<file path="src/rtl/hsvrgb_pkg.sv">
// Package: widths, constants, sector codes and the mid-pipeline struct.
`timescale 1ns / 1ps

package hsvrgb_pkg;

    localparam int HUE_W    = 15;   // input hue, signed, 1/16 degree
    localparam int SAT_W    = 14;   // input saturation / value, signed Q12
    localparam int Q_W      = 13;   // clamped Q12, 0..4096
    localparam int Q_FRAC   = 12;
    localparam int HUE_RW   = 13;   // reduced hue, 0..5759
    localparam int HSUM_W   = 17;   // hue plus wrap offset
    localparam int DIST_W   = 10;   // 0..960
    localparam int C24_W    = 25;   // v*s, Q24, up to 2^24
    localparam int P_W      = 35;   // c24 * xdist
    localparam int NX_W     = 34;   // x-channel numerator, up to 960*2^24
    localparam int CH_W     = 8;

    localparam int HUE_FULL   = 5760;  // 360 degrees
    localparam int HUE_SECTOR = 960;   // 60 degrees
    localparam int Q12_ONE    = 4096;

    typedef enum logic [2:0] {
        SEC_R_TO_Y = 3'd0,
        SEC_Y_TO_G = 3'd1,
        SEC_G_TO_C = 3'd2,
        SEC_C_TO_B = 3'd3,
        SEC_B_TO_M = 3'd4,
        SEC_M_TO_R = 3'd5
    } t_sector;

    typedef struct packed {
        logic [Q_W-1:0]    val;
        logic [C24_W-1:0]  c24;
        logic [DIST_W-1:0] xdist;
        t_sector           sector;
    } t_mid;

endpackage

</file>
<file path="src/rtl/hsvrgb_if.sv">
// Channel interfaces: HSV input transactions and RGB result transactions.
`timescale 1ns / 1ps

interface hsvrgb_hsv_if;
    logic                                valid;
    logic                                ready;
    logic signed [hsvrgb_pkg::HUE_W-1:0] hue;
    logic signed [hsvrgb_pkg::SAT_W-1:0] saturation;
    logic signed [hsvrgb_pkg::SAT_W-1:0] brightness;

    modport source (output valid, hue, saturation, brightness, input ready);
    modport sink   (input valid, hue, saturation, brightness, output ready);
endinterface

interface hsvrgb_rgb_if;
    logic                           valid;
    logic                           ready;
    logic [hsvrgb_pkg::CH_W-1:0]    red;
    logic [hsvrgb_pkg::CH_W-1:0]    green;
    logic [hsvrgb_pkg::CH_W-1:0]    blue;

    modport source (output valid, red, green, blue, input ready);
    modport sink   (input valid, red, green, blue, output ready);
endinterface

</file>
<file path="src/rtl/hsvrgb_front.sv">
// Front stages: clamp and hue wrap, then sector, distance and chroma product.
`timescale 1ns / 1ps

module hsvrgb_front (
    input  logic               i_clk,
    input  logic               i_rst_n,
    hsvrgb_hsv_if.sink         i_hsv,
    output logic               o_mid_valid,
    input  logic               i_mid_ready,
    output hsvrgb_pkg::t_mid   o_mid
);

    logic en1, en2;

    // stage 1
    logic                           r_vld1;
    logic [hsvrgb_pkg::HUE_RW-1:0]  r_hue1;
    logic [hsvrgb_pkg::Q_W-1:0]     r_sat1;
    logic [hsvrgb_pkg::Q_W-1:0]     r_val1;

    logic signed [hsvrgb_pkg::HSUM_W-1:0] w_off;
    logic signed [hsvrgb_pkg::HSUM_W-1:0] w_hsum;
    logic [hsvrgb_pkg::HUE_RW-1:0]        n_hue1;
    logic [hsvrgb_pkg::Q_W-1:0]           n_sat1;
    logic [hsvrgb_pkg::Q_W-1:0]           n_val1;

    // stage 2
    logic                           r_vld2;
    hsvrgb_pkg::t_mid               r_mid2;

    hsvrgb_pkg::t_sector            w_sec;
    logic [hsvrgb_pkg::HUE_RW-1:0]  w_base;
    logic [hsvrgb_pkg::DIST_W-1:0]  w_rem;
    logic [2*hsvrgb_pkg::Q_W-1:0]   w_prod;
    hsvrgb_pkg::t_mid               n_mid2;

    function automatic logic [hsvrgb_pkg::Q_W-1:0] clamp_q12(
        input logic signed [hsvrgb_pkg::SAT_W-1:0] x
    );
        logic [hsvrgb_pkg::Q_W-1:0] res;
        if (x < 0) begin
            res = '0;
        end else if (x > hsvrgb_pkg::SAT_W'(hsvrgb_pkg::Q12_ONE)) begin
            res = hsvrgb_pkg::Q_W'(hsvrgb_pkg::Q12_ONE);
        end else begin
            res = x[hsvrgb_pkg::Q_W-1:0];
        end
        return res;
    endfunction

    assign en2 = !r_vld2 || i_mid_ready;
    assign en1 = !r_vld1 || en2;
    assign i_hsv.ready = en1;

    // hue covers -16384..16383: one of six wrap offsets lands it in 0..5759
    always_comb begin
        if (i_hsv.hue >= hsvrgb_pkg::HUE_W'(2 * hsvrgb_pkg::HUE_FULL)) begin
            w_off = hsvrgb_pkg::HSUM_W'(-2 * hsvrgb_pkg::HUE_FULL);
        end else if (i_hsv.hue >= hsvrgb_pkg::HUE_W'(hsvrgb_pkg::HUE_FULL)) begin
            w_off = hsvrgb_pkg::HSUM_W'(-hsvrgb_pkg::HUE_FULL);
        end else if (i_hsv.hue >= 0) begin
            w_off = '0;
        end else if (i_hsv.hue >= hsvrgb_pkg::HUE_W'(-hsvrgb_pkg::HUE_FULL)) begin
            w_off = hsvrgb_pkg::HSUM_W'(hsvrgb_pkg::HUE_FULL);
        end else if (i_hsv.hue >= hsvrgb_pkg::HUE_W'(-2 * hsvrgb_pkg::HUE_FULL)) begin
            w_off = hsvrgb_pkg::HSUM_W'(2 * hsvrgb_pkg::HUE_FULL);
        end else begin
            w_off = hsvrgb_pkg::HSUM_W'(3 * hsvrgb_pkg::HUE_FULL);
        end
        w_hsum = hsvrgb_pkg::HSUM_W'(i_hsv.hue) + w_off;
        n_hue1 = w_hsum[hsvrgb_pkg::HUE_RW-1:0];
        n_sat1 = clamp_q12(i_hsv.saturation);
        n_val1 = clamp_q12(i_hsv.brightness);
    end

    always_ff @(posedge i_clk) begin
        if (!i_rst_n) begin
            r_vld1 <= 1'b0;
        end else if (en1) begin
            r_vld1 <= i_hsv.valid;
        end
    end

    always_ff @(posedge i_clk) begin
        if (en1) begin
            r_hue1 <= n_hue1;
            r_sat1 <= n_sat1;
            r_val1 <= n_val1;
        end
    end

    // sector, offset within sector, and distance from the sector's x peak
    always_comb begin
        if (r_hue1 >= hsvrgb_pkg::HUE_RW'(5 * hsvrgb_pkg::HUE_SECTOR)) begin
            w_sec  = hsvrgb_pkg::SEC_M_TO_R;
            w_base = hsvrgb_pkg::HUE_RW'(5 * hsvrgb_pkg::HUE_SECTOR);
        end else if (r_hue1 >= hsvrgb_pkg::HUE_RW'(4 * hsvrgb_pkg::HUE_SECTOR)) begin
            w_sec  = hsvrgb_pkg::SEC_B_TO_M;
            w_base = hsvrgb_pkg::HUE_RW'(4 * hsvrgb_pkg::HUE_SECTOR);
        end else if (r_hue1 >= hsvrgb_pkg::HUE_RW'(3 * hsvrgb_pkg::HUE_SECTOR)) begin
            w_sec  = hsvrgb_pkg::SEC_C_TO_B;
            w_base = hsvrgb_pkg::HUE_RW'(3 * hsvrgb_pkg::HUE_SECTOR);
        end else if (r_hue1 >= hsvrgb_pkg::HUE_RW'(2 * hsvrgb_pkg::HUE_SECTOR)) begin
            w_sec  = hsvrgb_pkg::SEC_G_TO_C;
            w_base = hsvrgb_pkg::HUE_RW'(2 * hsvrgb_pkg::HUE_SECTOR);
        end else if (r_hue1 >= hsvrgb_pkg::HUE_RW'(hsvrgb_pkg::HUE_SECTOR)) begin
            w_sec  = hsvrgb_pkg::SEC_Y_TO_G;
            w_base = hsvrgb_pkg::HUE_RW'(hsvrgb_pkg::HUE_SECTOR);
        end else begin
            w_sec  = hsvrgb_pkg::SEC_R_TO_Y;
            w_base = '0;
        end
        w_rem  = hsvrgb_pkg::DIST_W'(r_hue1 - w_base);
        w_prod = r_sat1 * r_val1;

        n_mid2.val    = r_val1;
        n_mid2.c24    = w_prod[hsvrgb_pkg::C24_W-1:0];
        n_mid2.sector = w_sec;
        // odd sectors: x falls with rem; even sectors: x rises with rem
        if (w_sec[0]) begin
            n_mid2.xdist = w_rem;
        end else begin
            n_mid2.xdist = hsvrgb_pkg::DIST_W'(hsvrgb_pkg::HUE_SECTOR) - w_rem;
        end
    end

    always_ff @(posedge i_clk) begin
        if (!i_rst_n) begin
            r_vld2 <= 1'b0;
        end else if (en2) begin
            r_vld2 <= r_vld1;
        end
    end

    always_ff @(posedge i_clk) begin
        if (en2) begin
            r_mid2 <= n_mid2;
        end
    end

    assign o_mid_valid = r_vld2;
    assign o_mid       = r_mid2;

endmodule

</file>
<file path="src/rtl/hsvrgb_back.sv">
// Back stages: x-channel product, channel scaling, sector ordering to RGB.
`timescale 1ns / 1ps

module hsvrgb_back (
    input  logic               i_clk,
    input  logic               i_rst_n,
    input  logic               i_mid_valid,
    output logic               o_mid_ready,
    input  hsvrgb_pkg::t_mid   i_mid,
    hsvrgb_rgb_if.source       o_rgb
);

    logic en3, en4, en5;

    // stage 3
    logic                           r_vld3;
    logic [hsvrgb_pkg::Q_W-1:0]     r_val3;
    logic [hsvrgb_pkg::P_W-1:0]     r_p3;
    logic [hsvrgb_pkg::C24_W-1:0]   r_mb3;
    hsvrgb_pkg::t_sector            r_sec3;
    logic [hsvrgb_pkg::P_W-1:0]     n_p3;
    logic [hsvrgb_pkg::C24_W-1:0]   n_mb3;

    // stage 4
    logic                           r_vld4;
    logic [hsvrgb_pkg::NX_W-1:0]    r_nx4;
    logic [hsvrgb_pkg::CH_W-1:0]    r_cc4;
    logic [hsvrgb_pkg::CH_W-1:0]    r_mm4;
    hsvrgb_pkg::t_sector            r_sec4;
    logic [hsvrgb_pkg::P_W-1:0]     w_vk;
    logic [hsvrgb_pkg::P_W-1:0]     w_nx;
    logic [hsvrgb_pkg::Q_W+8-1:0]   w_c255;
    logic [hsvrgb_pkg::C24_W+8-1:0] w_m255;
    logic [hsvrgb_pkg::NX_W-1:0]    n_nx4;
    logic [hsvrgb_pkg::CH_W-1:0]    n_cc4;
    logic [hsvrgb_pkg::CH_W-1:0]    n_mm4;

    // stage 5
    logic                           r_vld5;
    logic [hsvrgb_pkg::CH_W-1:0]    r_red;
    logic [hsvrgb_pkg::CH_W-1:0]    r_green;
    logic [hsvrgb_pkg::CH_W-1:0]    r_blue;
    logic [hsvrgb_pkg::NX_W+4-1:0]  w_x17;
    logic [hsvrgb_pkg::CH_W-1:0]    w_xx;
    logic [hsvrgb_pkg::CH_W-1:0]    n_red;
    logic [hsvrgb_pkg::CH_W-1:0]    n_green;
    logic [hsvrgb_pkg::CH_W-1:0]    n_blue;

    assign en5 = !r_vld5 || o_rgb.ready;
    assign en4 = !r_vld4 || en5;
    assign en3 = !r_vld3 || en4;
    assign o_mid_ready = en3;

    // x-channel numerator is 960*4096*v - c24*xdist; m part is 4096*v - c24
    always_comb begin
        n_p3  = hsvrgb_pkg::P_W'(i_mid.c24) * hsvrgb_pkg::P_W'(i_mid.xdist);
        n_mb3 = {i_mid.val, {hsvrgb_pkg::Q_FRAC{1'b0}}} - i_mid.c24;
    end

    always_ff @(posedge i_clk) begin
        if (!i_rst_n) begin
            r_vld3 <= 1'b0;
        end else if (en3) begin
            r_vld3 <= i_mid_valid;
        end
    end

    always_ff @(posedge i_clk) begin
        if (en3) begin
            r_val3 <= i_mid.val;
            r_p3   <= n_p3;
            r_mb3  <= n_mb3;
            r_sec3 <= i_mid.sector;
        end
    end

    // 255/960 = 17/64, so channel = floor(17*num / 2^30) over 960*2^24
    always_comb begin
        // v * 960 * 4096 = v * (2^22 - 2^18)
        w_vk   = (hsvrgb_pkg::P_W'(r_val3) << 22) - (hsvrgb_pkg::P_W'(r_val3) << 18);
        w_nx   = w_vk - r_p3;
        n_nx4  = w_nx[hsvrgb_pkg::NX_W-1:0];
        w_c255 = {r_val3, 8'b0} - (hsvrgb_pkg::Q_W+8)'(r_val3);
        n_cc4  = w_c255[19:12];
        w_m255 = {r_mb3, 8'b0} - (hsvrgb_pkg::C24_W+8)'(r_mb3);
        n_mm4  = w_m255[31:24];
    end

    always_ff @(posedge i_clk) begin
        if (!i_rst_n) begin
            r_vld4 <= 1'b0;
        end else if (en4) begin
            r_vld4 <= r_vld3;
        end
    end

    always_ff @(posedge i_clk) begin
        if (en4) begin
            r_nx4  <= n_nx4;
            r_cc4  <= n_cc4;
            r_mm4  <= n_mm4;
            r_sec4 <= r_sec3;
        end
    end

    always_comb begin
        w_x17 = {r_nx4, 4'b0} + (hsvrgb_pkg::NX_W+4)'(r_nx4);
        w_xx  = w_x17[hsvrgb_pkg::NX_W+3 -: hsvrgb_pkg::CH_W];
        case (r_sec4)
            hsvrgb_pkg::SEC_R_TO_Y: begin
                n_red = r_cc4; n_green = w_xx;  n_blue = r_mm4;
            end
            hsvrgb_pkg::SEC_Y_TO_G: begin
                n_red = w_xx;  n_green = r_cc4; n_blue = r_mm4;
            end
            hsvrgb_pkg::SEC_G_TO_C: begin
                n_red = r_mm4; n_green = r_cc4; n_blue = w_xx;
            end
            hsvrgb_pkg::SEC_C_TO_B: begin
                n_red = r_mm4; n_green = w_xx;  n_blue = r_cc4;
            end
            hsvrgb_pkg::SEC_B_TO_M: begin
                n_red = w_xx;  n_green = r_mm4; n_blue = r_cc4;
            end
            default: begin
                n_red = r_cc4; n_green = r_mm4; n_blue = w_xx;
            end
        endcase
    end

    always_ff @(posedge i_clk) begin
        if (!i_rst_n) begin
            r_vld5 <= 1'b0;
        end else if (en5) begin
            r_vld5 <= r_vld4;
        end
    end

    always_ff @(posedge i_clk) begin
        if (en5) begin
            r_red   <= n_red;
            r_green <= n_green;
            r_blue  <= n_blue;
        end
    end

    assign o_rgb.valid = r_vld5;
    assign o_rgb.red   = r_red;
    assign o_rgb.green = r_green;
    assign o_rgb.blue  = r_blue;

endmodule

</file>
<file path="src/rtl/hsv_to_rgb_converter.sv">
// Top level of the HSV to RGB converter.
`timescale 1ns / 1ps
//
// i_hsv takes one colour per transaction: hue in 1/16 degree (any 15-bit value,
// wrapped into 0..360 degrees), saturation and brightness in Q12 (clamped to
// 0..1.0). o_rgb gives one 8-bit red/green/blue triple per input transaction,
// in input order.
// The datapath is a five-stage pipeline: hue wrap and clamp, sector and chroma
// multiply, x-channel multiply, channel scaling, sector ordering. The x-channel
// multiply is 25x10. One transaction per cycle is sustained while o_rgb.ready
// stays high, that is while the receiver takes every result.
// Each stage holds its own valid bit and advances when the next one is empty
// or moving, so bubbles close up; i_hsv.ready only drops once all five stages
// hold results that the receiver has not taken. A stalled output holds its
// value. Synchronous reset clears the valid bits only; no setup is needed.
//

module hsv_to_rgb_converter (
    input  logic          i_clk,
    input  logic          i_rst_n,
    hsvrgb_hsv_if.sink    i_hsv,
    hsvrgb_rgb_if.source  o_rgb
);

    logic              w_mid_valid;
    logic              w_mid_ready;
    hsvrgb_pkg::t_mid  w_mid;

    hsvrgb_front u_front (
        .i_clk       (i_clk),
        .i_rst_n     (i_rst_n),
        .i_hsv       (i_hsv),
        .o_mid_valid (w_mid_valid),
        .i_mid_ready (w_mid_ready),
        .o_mid       (w_mid)
    );

    hsvrgb_back u_back (
        .i_clk       (i_clk),
        .i_rst_n     (i_rst_n),
        .i_mid_valid (w_mid_valid),
        .o_mid_ready (w_mid_ready),
        .i_mid       (w_mid),
        .o_rgb       (o_rgb)
    );

endmodule

</file>
<file path="src/flat_wrapper.sv">
// flat-port wrapper written by rule: the top's interface ports become plain ports
module hsv_to_rgb_converter_flat 
  (i_clk, i_rst_n, i_hsv_valid, i_hsv_hue, i_hsv_saturation, i_hsv_brightness, i_hsv_ready, o_rgb_valid, o_rgb_red, o_rgb_green, o_rgb_blue, o_rgb_ready);
  hsvrgb_hsv_if i_hsv_i ();
  hsvrgb_rgb_if o_rgb_i ();
  input  logic i_clk;
  input  logic i_rst_n;
  input wire logic [$bits(i_hsv_i.valid)-1:0] i_hsv_valid;
  input wire logic [$bits(i_hsv_i.hue)-1:0] i_hsv_hue;
  input wire logic [$bits(i_hsv_i.saturation)-1:0] i_hsv_saturation;
  input wire logic [$bits(i_hsv_i.brightness)-1:0] i_hsv_brightness;
  output wire logic [$bits(i_hsv_i.ready)-1:0] i_hsv_ready;
  output wire logic [$bits(o_rgb_i.valid)-1:0] o_rgb_valid;
  output wire logic [$bits(o_rgb_i.red)-1:0] o_rgb_red;
  output wire logic [$bits(o_rgb_i.green)-1:0] o_rgb_green;
  output wire logic [$bits(o_rgb_i.blue)-1:0] o_rgb_blue;
  input wire logic [$bits(o_rgb_i.ready)-1:0] o_rgb_ready;
  assign i_hsv_i.valid = i_hsv_valid;
  assign i_hsv_i.hue = i_hsv_hue;
  assign i_hsv_i.saturation = i_hsv_saturation;
  assign i_hsv_i.brightness = i_hsv_brightness;
  assign i_hsv_ready = i_hsv_i.ready;
  assign o_rgb_valid = o_rgb_i.valid;
  assign o_rgb_red = o_rgb_i.red;
  assign o_rgb_green = o_rgb_i.green;
  assign o_rgb_blue = o_rgb_i.blue;
  assign o_rgb_i.ready = o_rgb_ready;
  hsv_to_rgb_converter u_core (.i_clk(i_clk), .i_rst_n(i_rst_n), .i_hsv(i_hsv_i), .o_rgb(o_rgb_i));
endmodule
</file>
<file path="config.mk">
export PLATFORM = sky130hd
export DESIGN_NAME = hsv_to_rgb_converter_flat
export DESIGN_NICKNAME = d
export VERILOG_FILES = /design/src/rtl/hsvrgb_pkg.sv /design/src/rtl/hsvrgb_if.sv /design/src/rtl/hsvrgb_front.sv /design/src/rtl/hsvrgb_back.sv /design/src/rtl/hsv_to_rgb_converter.sv /design/src/flat_wrapper.sv
export SDC_FILE = /design/constraint.sdc
export NUM_CORES = 1
export LEC_CHECK = 0
export BUFFER_PORTS_ARGS = -buffer_cell sky130_fd_sc_hd__buf_2
export CAP_MARGIN = 20
export CORE_ASPECT_RATIO = 1.1
export CORE_MARGIN = 2
export CORE_UTILIZATION = 45
export CTS_CLUSTER_DIAMETER = 80
export DETAILED_ROUTE_END_ITERATION = 10
export GPL_TIMING_DRIVEN = 0
export HOLD_SLACK_MARGIN = 0.08
export PLACE_DENSITY = 0.62
export SLEW_MARGIN = 10
export SYNTH_ARGS = -nofsm -noshare
export SYNTH_HDL_FRONTEND = slang
export SYNTH_SLANG_ARGS = --single-unit
</file>
<file path="constraint.sdc">
create_clock -name i_clk -period 8.2 [get_ports i_clk]
set_clock_uncertainty 0.15 [all_clocks]
set_input_delay 0.82 -clock i_clk [delete_from_list [all_inputs] [get_ports i_clk]]
set_output_delay 0.82 -clock i_clk [all_outputs]
set_load 0.005 [all_outputs]
</file>
==> results of run 1 <==
[through the flow]
stage	power (mW)	cells
finish	8.96	3674
global route	9.81	3674
CTS	8.99	3674
detailed placement	7.76	3623
global placement	7.63	3619
floorplan	6.34	2779
[metal layers]
| layer | wire [um] | track usage (%) | up-vias |
|---|---|---|---|
| li1 | - | - | 9430 |
| met1 | 27100 | 26.4 | 9655 |
| met5 | 0 | 0 | - |
| met4 | 2500 | 8.09 | 0 |
| met2 | 33800 | 39.5 | 485 |
| met3 | 2790 | 2.05 | 114 |
[power by group through the flow]
stage / Clock [mW] / Sequential [mW] / Combinational, mW
floorplan: 0 / 2.18 / 4.15
global placement: 0 / 2.30 / 5.33
detailed placement: 0 / 2.31 / 5.45
CTS: 1.22 / 2.28 / 5.49
global route: 1.27 / 2.32 / 6.23
finish: 1.18 / 2.28 / 5.50
[placed cells by master (no fill, tap or decap), types with 73 or more instances in the layout]
cell type	synthesis	routed
inv_1	453	452
fa_1	312	312
nand2_1	308	306
ha_1	248	248
edfxtp_1	242	242
and2_1	229	229
a21oi_1	135	135
nor2_1	98	98
clkbuf_1	91	96
xnor2_1	95	95
o21ai_0	73	73
buf_2	1	73
[critical path, cell delays in order, from the launching register on]
cell	delay (ns)
edfxtp_1	0.32
clkbuf_1	0.37
clkbuf_1	0.63
nand2_1	0.15
fa_1	0.53
inv_1	0.05
fa_1	0.50
fa_1	0.46
fa_1	0.51
inv_1	0.05
fa_1	0.47
inv_1	0.04
ha_1	0.37
a21oi_1	0.12
and3_1	0.20
o211a_1	0.17
nor3_1	0.41
a211oi_1	0.22
o21a_1	0.26
nand2b_1	0.20
o311ai_0	0.40
[flip-flops by register name, indices dropped and copies added (netlist names)]
register,count
u_core.u_front.o_mid,51
u_core.u_back.r_sec4,3
u_core.u_back.r_mb3,25
u_core.u_front.r_val1,13
u_core.u_front.r_hue1,13
u_core.u_back.r_val3,13
u_core.u_back.o_rgb.valid,1
u_core.u_back.r_nx4,34
u_core.u_back.r_p3,34
u_core.u_back.o_rgb.blue,8
u_core.u_front.r_sat1,13
u_core.u_back.r_vld4,1
u_core.u_front.r_vld1,1
u_core.u_back.o_rgb.red,8
u_core.u_back.r_cc4,8
u_core.u_front.o_mid_valid,1
u_core.u_back.r_mm4,8
u_core.u_back.r_sec3,3
u_core.u_back.r_vld3,1
u_core.u_back.o_rgb.green,8
[cells by family (layout without fill, tap and decap cells)]
family	count (synthesis)	after routing	share of synthesized area [%]
flip-flops	247	247	27.0
buffers and inverters	549	676	7.57
AO/OA/AOI/OAI	462	462	11.4
AND/OR/NAND/NOR	821	821	15.1
adder cells (fa/ha/maj)	560	560	34.3
XOR/XNOR	131	131	4.21
multiplexers	9	9	0.344
[area by class of cell]
class	instances	area share [%]
clock buffers	33	2.44
clock inverters	18	0.504
inverters	453	5.77
plain buffers	96	1.22
well taps	768	3.25
repair buffers	76	1.52
multi-input cells	1983	60.4
flip-flops and latches	247	24.9
[how the worst min path moves through the flow]
stage / cells past startpoint / from / endpoint
after floorplan: 0 / u_core.u_front.o_mid[0] / u_core.u_back.r_sec3[0]
after global placement: 0 / u_core.u_back.r_sec3[2] / u_core.u_back.r_sec4[2]
after detailed placement: 0 / u_core.u_back.r_sec3[2] / u_core.u_back.r_sec4[2]
after CTS: 1 / i_hsv_hue[5] / u_core.u_front.r_hue1[5]
after global routing: 1 / i_hsv_hue[5] / u_core.u_front.r_hue1[5]
final: 1 / i_hsv_hue[5] / u_core.u_front.r_hue1[5]
==> impl_metrics.json, run 1 <==
{
  "period_needed_ns": 6.81,
  "gp_congestion": 0.956,
  "row_count": 94,
  "routed_wl_um": 66200,
  "wl_per_cell_um": 18.0,
  "synth-edff-count": 242,
  "rrSetupSlack_ns": 1.39,
  "final_core_util_pct": 49.3,
  "grt_max_degree": 74,
  "post_cts_buffers": 0,
  "syn_nets": 3386,
  "finalCritPeriodShare_pct": 83.0,
  "hpwl_um": 53700,
  "setup_slack_ns": 1.39,
  "synth-seq-area-share_pct": 27.0,
  "die_h_um": 262,
  "min_path_type": "in2reg",
  "final_nets": 3492,
  "grt_first_pass_wirelength_um": 107000,
  "synth_common_cells": "inv_1, fa_1, nand2_1, ha_1, edfxtp_1",
  "clock_sinks": 247,
  "drc_errors": 0,
  "pre_cts_slack_ns": 1.38,
  "drt_iter0_markers": 1079,
  "core-area_um2": 59900,
  "io_pins": 73,
  "holdWs_ns": 0.274,
  "die_w_um": 239,
  "num_antenna_cells": 0,
  "r2r_start": "u_core.u_front.o_mid[6]",
  "slew_viol_final": 0,
  "switching_share_pct": 45.1,
  "cts_resized": 0,
  "required_ns": 8.39,
  "avgViaCountPerCell": 5.36,
  "root_buffer": "clkbuf_16",
  "fmax_ghz": 0.147,
  "r2r_cells": 20,
  "placed_cell_area_um2": 28700,
  "pwr-share-comb_pct": 61.4,
  "track_usage_pct": 21.6,
  "critPathArrivalTime_ns": 7.00,
  "cts_max_path_buffers": 3,
  "drv_cap": 0,
  "initial_core_util_pct": 45.5,
  "synthFlopType": "edfxtp_1",
  "outcome": "completed",
  "syn2layout_area_growth_pct": 8.40,
  "synth.distinct_cells": 87,
  "regArea_um2": 7370,
  "cts_hold_buf": 0,
  "crit_path_end": "u_core.u_back.r_p3[31]",
  "synthTopCellsByArea": "edfxtp_1, fa_1, ha_1",
  "antenna_found_initial": 1,
  "design_area_um2": 29500,
  "vdd_ir_drop_max_uv": 234,
  "fin_tns_setup_ns": 0,
  "multiInputGateArea_um2": 17800,
  "syn_area_um2": 27200,
  "overflow": 0,
  "clockPowerShare_pct": 13.2,
  "end_kind": "flip-flop",
  "firstDrtPassIters": 5,
  "synth_top_cell_by_area": "edfxtp_1",
  "htree_num_levels": 1,
  "synth-seq-cells": 247,
  "tightestPinTransition_ns": 0.872,
  "setup_viol": 0,
  "clkTransAtPathRegs_ns": 0.06,
  "drive_above_1_share_pct": 5.16,
  "startpoint_type": "flip-flop",
  "power_density_nw_per_um2": 303,
  "numPortBuffers": 72,
  "p_leak_nw": 14.3,
  "yosysWarnings": 0,
  "power.switching_mw": 4.04,
  "crit_start": "u_core.u_front.o_mid[6]",
  "num_vias": 19684,
  "hold_viol": 0,
  "dieArea_um2": 62500,
  "critPathKind": "reg2reg",
  "slew_headroom_pct": 41.6,
  "rsz0062_at_grt": "false",
  "ant_nets": 0,
  "cts_tree": "yes",
  "fill_cells": 5516,
  "p_int_mw": 4.92,
  "async_reset_ff_share_pct": 0,
  "seq_power_share_pct": 25.4,
  "synth.most_common_cell": "inv_1",
  "grt_pass1_vias": 20452,
  "r2r_end": "u_core.u_back.r_p3[31]",
  "syn-instance-count": 2779,
  "synth_top_area_share_pct": 26.7,
  "clk_latency_ns": 0.59,
  "cts-buffers-inserted": 28,
  "worstPathMaxFanout": 10,
  "synth_area_per_cell_um2": 9.80
}
(Power assumes the default switching activity.)
==> run 2: changes to the inputs <==
Settings changed: ABC_AREA from default to 1, PLACE_DENSITY 0.62 to 0.64.
Clock period 8.2 ns to 6.15 ns, I/O delays scaled along.
==> impl_metrics.json, run 2 <==
{
  "cts_max_path_buffers": 3,
  "hpwl_um": 61000,
  "yosysWarnings": 0,
  "row_count": 98,
  "synth.distinct_cells": 53,
  "async_reset_ff_share_pct": 0,
  "critPathArrivalTime_ns": 6.03,
  "power_density_nw_per_um2": 407,
  "routed.top_layer": "met4",
  "final_nets": 4400,
  "final_common_cell": "nand2_1",
  "largest_register_ffs": 51,
  "drv_cap": 0,
  "synth-seq-area-share_pct": 25.2,
  "overflow": 0,
  "synthTopCellsByArea": "edfxtp_1, fa_1, nand2_1",
  "min_path_type": "in2reg",
  "hold_viol": 0,
  "startpoint_type": "flip-flop",
  "wl_met1_um": 30700,
  "clk_latency_ns": 0.60,
  "syn2layout_area_growth_pct": 8.45,
  "wl_per_cell_um": 15.6,
  "syn_area_um2": 29300,
  "fin_tns_setup_ns": 0,
  "post_cts_buffers": 0,
  "grt_first_pass_wirelength_um": 120000,
  "syn_nets": 4296,
  "p_leak_nw": 17.6,
  "initial_core_util_pct": 45.3,
  "grt_max_degree": 71,
  "num_vias": 23407,
  "rsz0062_at_grt": "true",
  "finalCritPeriodShare_pct": 95.2,
  "worstPathMaxFanout": 10,
  "firstDrtPassIters": 6,
  "core-area_um2": 64600,
  "gp_congestion": 0.950,
  "final_cell_mix": "nand2_1, inv_1, fa_1",
  "cp_common_cell": "fa_1",
  "slew_viol_final": 0,
  "root_buffer": "clkbuf_16",
  "avgViaCountPerCell": 5.02,
  "die_h_um": 271,
  "synth.most_common_cell": "nand2_1",
  "htree_num_levels": 1,
  "clkTransAtPathRegs_ns": 0.06,
  "die_w_um": 247,
  "cts_tree": "yes",
  "synth-edff-count": 242,
  "syn-instance-count": 3689,
  "vdd_ir_drop_max_uv": 295,
  "wl_met3_um": 3600,
  "synth_top_area_share_pct": 24.8,
  "drt_iter0_markers": 1330,
  "routed-wl-met2_um": 36100,
  "outcome": "completed",
  "slew_headroom_pct": 36.2,
  "track_usage_pct": 22.4,
  "dieArea_um2": 67100,
  "fmax_ghz": 0.171,
  "cts-buffers-inserted": 27,
  "required_ns": 6.32,
  "path_cells": "clkbuf_1 > clkbuf_1 > nand2_1 > fa_1 > inv_1 > fa_1 > fa_1 > fa_1 > inv_1 > fa_1 > inv_1 > ha_1 > a21oi_1 > o21ai_0 > a21o_1 > a21boi_0 > nand2_1 > nand2_1 > nand2_1",
  "setup_viol": 0,
  "antenna_found_initial": 0,
  "ant_nets": 0,
  "cp_slowest_cell": "clkbuf_1",
  "synth_area_per_cell_um2": 7.93,
  "num_antenna_cells": 0,
  "critPathKind": "reg2reg",
  "synth-seq-cells": 247,
  "cpPeakStageDelay_ns": 0.57,
  "drive_above_1_share_pct": 5.06,
  "numPortBuffers": 72,
  "holdWs_ns": 0.114,
  "synth_common_cells": "nand2_1, inv_1, fa_1, ha_1, edfxtp_1",
  "period_needed_ns": 5.85,
  "routed_wl_um": 72900,
  "end_kind": "flip-flop",
  "drc_errors": 0,
  "tightestPinTransition_ns": 0.956,
  "io_pins": 73,
  "clock_sinks": 247,
  "grt_pass1_vias": 23523,
  "synthFlopType": "edfxtp_1",
  "synth_top_cell_by_area": "edfxtp_1"
}
-- run 2: changes by cell type in the layout (fill, tap and decap cells not counted), sizes merged, moves of 20 or more --
cell and change:
a21o -48, a21oi +43, and2 -230, and3 -20, inv +417, nand2 +653
nand3 +96, nand4 +22, nor2 +147, nor2b -23, o21ai +29, xnor2 -65
xor2 +49
-- run 2: kinds of logic after synthesis --
logic type	count (synthesis)	synth area share, %
and+or+nand+nor	1438	20.0
AOI/OAI and AO/OA	368	7.03
DFF	247	25.2
buffers and inverters	961	12.3
xor gates and xnor gates	115	3.44
adders and majority gates	560	32.0
-- run 2: where the power goes --
group | switching (mW) | internal (mW) | total (mW)
clock network | 0.683 | 0.953 | 1.64
registers | 0.339 | 2.66 | 3.00
logic | 5.40 | 2.90 | 8.29
-- run 2: per-stage QoR --
stage | setup slack, ns | cells | power, mW | util (%) | cell area [um2]
floorplan | 0.921 | 3689 | 9.01 | - | 29300
global placement | -0.798 | 4611 | 11.2 | 47.5 | 30700
detailed placement | -0.130 | 4614 | 11.2 | 47.6 | 30800
CTS | 0.0326 | 4671 | 12.9 | 49.1 | 31700
global route | -0.00943 | 4664 | 14.3 | 49.1 | 31700
finish | 0.298 | 4664 | 12.9 | 49.1 | 31700
-- run 2: worst paths after layout --
kind | slack [ns] | startpoint | depth (start not counted) | end
hold reg to reg | 0.27 | u_core.u_back.r_sec3[1] | 0 | u_core.u_back.r_sec4[1]
setup reg to reg | 0.30 | u_core.u_front.o_mid[9] | 19 | u_core.u_back.r_p3[29]
setup / recovery | 0.30 | u_core.u_front.o_mid[9] | 19 | u_core.u_back.r_p3[29]
hold / removal | 0.11 | i_hsv_valid | 3 | u_core.u_front.r_vld1
-- run 2: critical path, delay by kind of cell (launching register included) --
kind / cells / cell delay (ns)
AOI/OAI and AO/OA: 4 / 0.87
adders and majority gates: 6 / 2.84
buffers and inverters: 5 / 1.09
DFF: 1 / 0.32
and+or+nand+nor: 4 / 0.34
-- run 2: per-layer routing --
metal  up-vias  GRT usage [%]
met4         0           7.18
li1      11614              -
met5         -              0
met1     11135           28.2
met3       116           2.43
met2       542           40.0
-- run 2: cell type report --
class | instances | area (um2)
fillers | 6307 | 32900
plain buffers | 77 | 327
well taps | 850 | 1060
clock buffers | 38 | 727
clock inverters | 12 | 156
repair buffers | 83 | 518
flip-flops and latches | 247 | 7370
inverters | 876 | 3290
multi-input cells | 2481 | 18300
-- run 2: timing repair --
action / 4_1_cts / 5_1_grt
endpoints found under the hold margin: 7 / 0
hold buffers: 7 / 0
resized for setup: 2 / 49
endpoints found under the setup margin: 6 / 16
